[config.mk]
export PLATFORM = sky130hd
export DESIGN_NAME = led_matrix_column_scanner_flat
export DESIGN_NICKNAME = d
export VERILOG_FILES = /design/src/rtl/lmcs_pkg.sv /design/src/rtl/lmcs_if.sv /design/src/rtl/lmcs_mask_store.sv /design/src/rtl/lmcs_out_stage.sv /design/src/rtl/led_matrix_column_scanner.sv /design/src/flat_wrapper.sv
export SDC_FILE = /design/constraint.sdc
export NUM_CORES = 1
export LEC_CHECK = 0
export BUFFER_PORTS_ARGS = -buffer_cell sky130_fd_sc_hd__buf_2
export CORE_MARGIN = 10
export CORE_UTILIZATION = 61
export DETAILED_ROUTE_END_ITERATION = 16
export PLACE_DENSITY_LB_ADDON = 0.08
export SYNTH_ARGS = -nofsm -noshare
export SYNTH_HDL_FRONTEND = slang
export SYNTH_HIERARCHICAL = 1
export SYNTH_SLANG_ARGS = --single-unit
export TNS_END_PERCENT = 1
[constraint.sdc]
create_clock -name clk_i -period 3.3 [get_ports clk_i]
set_input_delay 0.66 -clock clk_i [delete_from_list [all_inputs] [get_ports clk_i]]
set_output_delay 0.66 -clock clk_i [all_outputs]
set_load 0.01 [all_outputs]
[src/rtl/lmcs_pkg.sv]
// Types and bit maps for the LED matrix column scanner.
`timescale 1ns / 1ps

package lmcs_pkg;

  localparam int MaxColumns = 20;
  localparam int MaxRows    = 12;

  typedef enum logic [1:0] {
    REQ_SET     = 2'd0,
    REQ_CLEAR   = 2'd1,
    REQ_REFRESH = 2'd2,
    REQ_BLANK   = 2'd3
  } req_e;

  typedef struct packed {
    req_e       req_type;
    logic [4:0] pixel_x;
    logic [3:0] pixel_y;
    logic       pixel_on;
  } req_t;

  typedef struct packed {
    logic [31:0] shift_word;
    logic [4:0]  column_index;
    logic        last_word;
  } res_t;

  // What the output stage needs to format one word.
  typedef struct packed {
    logic [MaxRows-1:0] rows;
    logic [4:0]         col;
    logic               driven;
    logic               last;
  } word_src_t;

  typedef logic [4:0] pos_t;

  localparam pos_t COL_POS [MaxColumns] = '{
    5'd11, 5'd10, 5'd9,  5'd23, 5'd22, 5'd21, 5'd20, 5'd19, 5'd18, 5'd17,
    5'd31, 5'd30, 5'd29, 5'd28, 5'd27, 5'd26, 5'd25, 5'd24, 5'd8,  5'd16
  };

  localparam pos_t ROW_POS [MaxRows] = '{
    5'd12, 5'd13, 5'd14, 5'd15, 5'd0, 5'd4, 5'd3, 5'd2, 5'd1, 5'd5, 5'd6, 5'd7
  };

endpackage

[src/rtl/lmcs_if.sv]
// Request and result channel interfaces of the column scanner.
`timescale 1ns / 1ps

interface lmcs_req_if;
  import lmcs_pkg::*;
  logic valid;
  logic ready;
  req_t payload;
  modport source (output valid, output payload, input ready);
  modport sink (input valid, input payload, output ready);
endinterface

interface lmcs_res_if;
  import lmcs_pkg::*;
  logic valid;
  logic ready;
  res_t payload;
  modport source (output valid, output payload, input ready);
  modport sink (input valid, input payload, output ready);
endinterface

[src/rtl/lmcs_mask_store.sv]
// Column mask memory with per-column valid bits for a clear of all columns at once.
`timescale 1ns / 1ps

module lmcs_mask_store #(
  parameter int NUM_COLUMNS = 20,
  parameter int NUM_ROWS    = 12,
  parameter int AW          = 5
) (
  input  logic                clk_i,
  input  logic                rst_ni,
  input  logic                clr_i,
  input  logic                ren_i,
  input  logic [AW-1:0]       raddr_i,
  input  logic                we_i,
  input  logic [AW-1:0]       waddr_i,
  input  logic [NUM_ROWS-1:0] wdata_i,
  output logic [NUM_ROWS-1:0] rdata_o
);

  logic [NUM_ROWS-1:0]    mem [NUM_COLUMNS];
  logic [NUM_ROWS-1:0]    rdata_q;
  logic [NUM_COLUMNS-1:0] valid_q;
  logic                   rvalid_q;

  always_ff @(posedge clk_i) begin
    if (we_i) begin
      mem[waddr_i] <= wdata_i;
    end
    if (ren_i) begin
      rdata_q <= mem[raddr_i];
    end
  end

  always_ff @(posedge clk_i or negedge rst_ni) begin
    if (!rst_ni) begin
      valid_q  <= '0;
      rvalid_q <= 1'b0;
    end else begin
      if (clr_i) begin
        valid_q <= '0;
      end else if (we_i) begin
        valid_q[waddr_i] <= 1'b1;
      end
      if (ren_i) begin
        rvalid_q <= valid_q[raddr_i];
      end
    end
  end

  // A column never written since the last clear reads dark.
  assign rdata_o = rvalid_q ? rdata_q : '0;

endmodule

[src/rtl/lmcs_out_stage.sv]
// Shift word formatting and output register.
`timescale 1ns / 1ps

module lmcs_out_stage #(
  parameter int NUM_COLUMNS = 20,
  parameter int NUM_ROWS    = 12
) (
  input  logic                clk_i,
  input  logic                rst_ni,
  input  logic                load_i,
  input  lmcs_pkg::word_src_t src_i,
  output logic                free_o,
  lmcs_res_if.source          res_o
);

  import lmcs_pkg::*;

  logic        valid_q;
  res_t        res_q;
  logic [31:0] word;

  always_comb begin
    word = '0;
    for (int c = 0; c < NUM_COLUMNS; c++) begin
      word[COL_POS[c]] = 1'b1;
    end
    if (src_i.driven && (src_i.col < 5'(NUM_COLUMNS))) begin
      word[COL_POS[src_i.col]] = 1'b0;
    end
    for (int r = 0; r < NUM_ROWS; r++) begin
      if (src_i.rows[r]) begin
        word[ROW_POS[r]] = 1'b1;
      end
    end
  end

  assign free_o = !valid_q || res_o.ready;

  always_ff @(posedge clk_i or negedge rst_ni) begin
    if (!rst_ni) begin
      valid_q <= 1'b0;
    end else if (load_i) begin
      valid_q <= 1'b1;
    end else if (res_o.ready) begin
      valid_q <= 1'b0;
    end
  end

  always_ff @(posedge clk_i) begin
    if (load_i) begin
      res_q.shift_word   <= word;
      res_q.column_index <= src_i.col;
      res_q.last_word    <= src_i.last;
    end
  end

  assign res_o.valid   = valid_q;
  assign res_o.payload = res_q;

endmodule

[src/rtl/led_matrix_column_scanner.sv]
// Top level of the LED matrix column scanner.
`timescale 1ns / 1ps

// Keeps a NUM_COLUMNS by NUM_ROWS on/off pixel store in a small synchronous
// memory, one row mask per column, dark after reset. A set-pixel word reads
// the column, then modifies and writes it back; the next request is taken in
// the cycle after the write, so no forwarding is needed. A clear word darkens
// the store at once through per-column valid bits. A refresh word reads one
// column per cycle while the output register is free and emits NUM_COLUMNS
// result words, one per cycle while the result side keeps up; a blank word
// loads its one result word into the output register once that is free.
// The memory read port sets the pace of a scan. One result word waits in the
// output register while the next request is taken.
module led_matrix_column_scanner #(
  parameter int NUM_COLUMNS = 20,
  parameter int NUM_ROWS    = 12
) (
  input  logic       clk_i,
  input  logic       rst_ni,
  lmcs_req_if.sink   req_i,
  lmcs_res_if.source res_o
);

  import lmcs_pkg::*;

  localparam int AW = (NUM_COLUMNS > 1) ? $clog2(NUM_COLUMNS) : 1;
  localparam int RW = (NUM_ROWS > 1) ? $clog2(NUM_ROWS) : 1;

  typedef enum logic [3:0] {
    S_IDLE  = 4'b0001,
    S_SET   = 4'b0010,
    S_SCAN  = 4'b0100,
    S_BLANK = 4'b1000
  } state_e;

  state_e state_q, state_d;
  logic [AW-1:0] col_q, col_d;
  logic [AW-1:0] x_q, x_d;
  logic [RW-1:0] y_q, y_d;
  logic          on_q, on_d;

  logic                req_acc;
  logic                clr, ren, we;
  logic [AW-1:0]       raddr;
  logic [NUM_ROWS-1:0] rdata, wdata, ybit;
  logic                load, free;
  word_src_t           src;
  logic                last_col;

  assign req_i.ready = (state_q == S_IDLE);
  assign req_acc     = req_i.valid && req_i.ready;
  assign last_col    = (col_q == AW'(NUM_COLUMNS - 1));
  assign ybit        = NUM_ROWS'(1) << y_q;
  assign wdata       = on_q ? (rdata | ybit) : (rdata & ~ybit);

  always_comb begin
    state_d = state_q;
    col_d   = col_q;
    x_d     = x_q;
    y_d     = y_q;
    on_d    = on_q;
    clr     = 1'b0;
    ren     = 1'b0;
    raddr   = '0;
    we      = 1'b0;
    load    = 1'b0;
    src     = '0;
    unique case (state_q)
      S_IDLE: begin
        if (req_acc) begin
          unique case (req_i.payload.req_type)
            REQ_SET: begin
              // Drop pixels outside the matrix.
              if ((req_i.payload.pixel_x < 5'(NUM_COLUMNS)) &&
                  (req_i.payload.pixel_y < 4'(NUM_ROWS))) begin
                x_d     = req_i.payload.pixel_x[AW-1:0];
                y_d     = req_i.payload.pixel_y[RW-1:0];
                on_d    = req_i.payload.pixel_on;
                ren     = 1'b1;
                raddr   = req_i.payload.pixel_x[AW-1:0];
                state_d = S_SET;
              end
            end
            REQ_CLEAR: begin
              clr = 1'b1;
            end
            REQ_REFRESH: begin
              col_d   = '0;
              ren     = 1'b1;
              raddr   = '0;
              state_d = S_SCAN;
            end
            REQ_BLANK: begin
              state_d = S_BLANK;
            end
            default: ;
          endcase
        end
      end
      S_SET: begin
        we      = 1'b1;
        state_d = S_IDLE;
      end
      S_SCAN: begin
        // Hold the read data until the output register can take the word.
        if (free) begin
          load        = 1'b1;
          src.rows    = MaxRows'(rdata);
          src.col     = 5'(col_q);
          src.driven  = 1'b1;
          src.last    = last_col;
          if (last_col) begin
            state_d = S_IDLE;
          end else begin
            col_d = col_q + 1'b1;
            ren   = 1'b1;
            raddr = col_q + 1'b1;
          end
        end
      end
      S_BLANK: begin
        if (free) begin
          load       = 1'b1;
          src.col    = 5'(NUM_COLUMNS);
          src.last   = 1'b1;
          state_d    = S_IDLE;
        end
      end
      default: state_d = S_IDLE;
    endcase
  end

  always_ff @(posedge clk_i or negedge rst_ni) begin
    if (!rst_ni) begin
      state_q <= S_IDLE;
      col_q   <= '0;
    end else begin
      state_q <= state_d;
      col_q   <= col_d;
    end
  end

  always_ff @(posedge clk_i) begin
    x_q  <= x_d;
    y_q  <= y_d;
    on_q <= on_d;
  end

  lmcs_mask_store #(
    .NUM_COLUMNS (NUM_COLUMNS),
    .NUM_ROWS    (NUM_ROWS),
    .AW          (AW)
  ) u_store (
    .clk_i   (clk_i),
    .rst_ni  (rst_ni),
    .clr_i   (clr),
    .ren_i   (ren),
    .raddr_i (raddr),
    .we_i    (we),
    .waddr_i (x_q),
    .wdata_i (wdata),
    .rdata_o (rdata)
  );

  lmcs_out_stage #(
    .NUM_COLUMNS (NUM_COLUMNS),
    .NUM_ROWS    (NUM_ROWS)
  ) u_out (
    .clk_i  (clk_i),
    .rst_ni (rst_ni),
    .load_i (load),
    .src_i  (src),
    .free_o (free),
    .res_o  (res_o)
  );

endmodule
[src/flat_wrapper.sv]
// flat-port wrapper written by rule: the top's interface ports become plain ports
module led_matrix_column_scanner_flat import lmcs_pkg::*;
#(
  parameter int NUM_COLUMNS = 20,
  parameter int NUM_ROWS    = 12
)
  (clk_i, rst_ni, req_i_valid, req_i_payload, req_i_ready, res_o_valid, res_o_payload, res_o_ready);
  lmcs_req_if req_i_i ();
  lmcs_res_if res_o_i ();
  input  logic clk_i;
  input  logic rst_ni;
  input wire logic [$bits(req_i_i.valid)-1:0] req_i_valid;
  input wire logic [$bits(req_i_i.payload)-1:0] req_i_payload;
  output wire logic [$bits(req_i_i.ready)-1:0] req_i_ready;
  output wire logic [$bits(res_o_i.valid)-1:0] res_o_valid;
  output wire logic [$bits(res_o_i.payload)-1:0] res_o_payload;
  input wire logic [$bits(res_o_i.ready)-1:0] res_o_ready;
  assign req_i_i.valid = req_i_valid;
  assign req_i_i.payload = req_i_payload;
  assign req_i_ready = req_i_i.ready;
  assign res_o_valid = res_o_i.valid;
  assign res_o_payload = res_o_i.payload;
  assign res_o_i.ready = res_o_ready;
  led_matrix_column_scanner #(.NUM_COLUMNS(NUM_COLUMNS), .NUM_ROWS(NUM_ROWS)) u_core (.clk_i(clk_i), .rst_ni(rst_ni), .req_i(req_i_i), .res_o(res_o_i));
endmodule
==> impl_metrics.ini <==
[placement]
place.port_buffers = 55
gp_routability_congestion = 0.874
dpl.cell_count = 1174
dpl_cell_area_um2 = 14600
dpl.hpwl_um = 20100

[grt]
grt_first_pass_wirelength_um = 45900
grt_pass1_vias = 7751
grt_max_degree = 40
grt_overflow = 0
antenna_found_initial = 0
globalRouteTotalUtil_pct = 20.8

[drt]
detailroute.wirelength.met3_um = 2540
met1_length_um = 12900
antenna_violating_nets_post_route = 0
drt-wirelength-per-cell_um = 24.3
drcViolationCount = 0
avgViaCountPerCell = 6.21
detailroute.wirelength.met2_um = 14200
drtIter0Drc = 751
highest_layer = met4
drt-pass1-iter-count = 5
drt_wl_total_um = 30000
routed-via-count = 7681

[clock_tree]
post_cts_gate_resize_count = 0
worst_setup_hold_path_clk_slew_ns = 0.06
cts.path.max_buffers = 3
tritoncts.num_buffers = 35
tritoncts = done
cts.sink_count = 331
worstSkewPairLatency_ns = 0.51
post_cts.repair.setup_buffers = 0
cts-root-buf = clkbuf_16
ctsHoldBuffers = 0
cts_htree_levels = 2

[critical_path]
critical_path.max_fanout = 35
cp_data_arrival_time_ns = 3.29
critical_path_class = reg2reg
worstSetupEndpointType = register
worstSetupStartpointType = register
worstPathRequired_ns = 3.54

[run_status]
outcome = completed

[cells_and_area]
multiInputGateArea_um2 = 3760
commonest_non_fill_non_tap_cells_in_the_layout = edfxtp_1, nor2_1, buf_2
drive_above_1_share_pct = 26.8
nets = 954
layout_commonest_cell = edfxtp_1
antennaDiodeCount = 0
final_cell_area_um2 = 15800
syn2layout_area_growth_pct = 14.1
seq_area_um2 = 9790
final-instance-count-excl-fill = 1236
filler_instances = 1460

[sta]
period_minus_slack_ns = 3.06
drv_slew = 0
whs_ns = 0.198
hold_viol_final = 0
rsz0062_at_grt = false
slew_headroom_pct = 47.9
timing.fmax_mhz = 327
finalSetupViolCount = 0
final.setup.tns_ns = 0
tightestPinTransition_ns = 0.762
final.setup_skew_ns = 0.0228
final_min_period_over_clock_period_pct = 92.6

[synth]
netlist-cell-type-count = 71
yosys_most_used_dff = edfxtp_1
synth-seq-cells = 331
warnings_synthesis = 6
synth_cells = 826
synth_edf_count = 300
synth_top_family_by_area = multiplexers
synthXorXnorAreaFrac_pct = 0.253
synthDominantAreaCellType = edfxtp_1
synth_area_um2 = 13800
synth.mux.area_fraction_pct = 11.5
synthAdderAreaFrac_pct = 1.09
synthesis.nets = 854
yosys.area_share.simple_pct = 9.78
synth_compound_gate_area_share_pct = 4.52
post_synth_main_area_contributors = edfxtp_1, mux4_2, dfrtp_1, mux2_2, nor2_1
area_share_of_the_largest_cell_type_after_synthesis_pct = 65.1
synth-async-reset-ratio_pct = 9.37
ys_seq_area_share_pct = 70.8
syn_avg_cell_area_um2 = 16.7

[power_and_ir_drop]
power.density_nw_per_um2 = 588
total_leakage_power_nw = 5.35
totalPowerFinal_w = 0.00928
vdd_drop_max_v = 0.000427

[die]
die_w_um = 171
ios = 56
dieArea_um2 = 29100
core_region_um2 = 22500
floorplan.initialDensity_pct = 61.5
die_y_um = 171
row_count = 55

[hold_path]
holdCritPathClass = in2async

[job]
timing.max_cap.violations = 0
cell families after synthesis:
group                      after synthesis
adders and majority gates               12
DFF                                    331
and+or+nand+nor                        248
xor gates and xnor gates                 4
AOI/OAI and AO/OA                       81
muxes                                   97
buffers and inverters                   53
report_power, final:
part           switching [W]  internal [W]
Combinational       0.000384      0.000165
Sequential         0.0000462       0.00478
Clock                0.00153       0.00238
through the flow:
stage	setup slack (ns)	util, %
6_report	0.245	70.1
5_1_grt	0.0624	70.1
4_1_cts	0.251	70.1
3_5_place_dp	0.111	65.0
3_3_place_gp	0.177	65.0
2_1_floorplan	0.203	-
final cells by class:
type	count	share of cell area, %
Multi-Input combinational cell	442	23.8
Clock buffer	45	6.12
Clock inverter	17	1.15
Sequential cell	331	62.0
Timing Repair Buffer	98	4.19
Tap cell	285	2.26
Inverter	18	0.428
flip-flops by register name (all words and copies together) (netlist names):
register	count
u_core/u_store/mem	240
u_core/u_store/rdata_q	12
u_core/on_q	1
u_core/state_q	4
u_core/u_store/rvalid_q	1
u_core/u_store/valid_q	20
u_core/y_q	4
u_core/u_out/res_o.valid	1
u_core/x_q	5
u_core/col_q	5
u_core/u_out/res_o.payload	38
worst paths after layout:
path	slack [ns]	end	startpoint	cells after the start
setup / recovery	0.24	u_core/u_store/rdata_q[10]$_DFFE_PP_	u_core/col_q[0]$_DFFE_PN0P_	10
hold / removal	0.20	u_core/u_store/valid_q[7]$_DFFE_PN0P_	rst_ni	1
setup reg to reg	0.24	u_core/u_store/rdata_q[10]$_DFFE_PP_	u_core/col_q[0]$_DFFE_PN0P_	10
hold reg to reg	0.50	u_core/u_store/valid_q[8]$_DFFE_PN0P_	u_core/u_store/valid_q[8]$_DFFE_PN0P_	2
max in group asynchronous	2.64	u_core/col_q[2]$_DFFE_PN0P_	rst_ni	1
min in group clk_i	0.33	u_core/on_q$_DFFE_PP_	req_i_payload[0]	1
worst max-delay path, stage by stage (launching register included):
cell       delay (ns)
dfrtp_1          0.43
ha_1             0.27
nand4bb_1        0.17
and4_4           0.30
and2_1           0.19
a21o_2           0.15
buf_12           0.24
mux2_2           0.37
a221o_1          0.29
nand3_1          0.22
a32oi_1          0.14
cells in the mapped netlist (11+ instances only):
| master | number |
|---|---|
| nand3_1 | 29 |
| and2_1 | 28 |
| dfrtp_1 | 30 |
| clkbuf_1 | 11 |
| nand2_1 | 34 |
| edfxtp_1 | 300 |
| mux2_2 | 30 |
| ha_1 | 12 |
| nand2b_1 | 20 |
| inv_1 | 16 |
| o21ai_0 | 11 |
| nor2_1 | 74 |
| mux2i_1 | 20 |
| mux4_2 | 46 |
routing by layer:
metal	track usage [%]	vias to the layer above
li1	-	3414
met1	28.8	3948
met2	32.6	282
met3	5.28	37
met4	5.15	0
met5	0	-
Note: power is estimated with default switching activity, not from simulation.
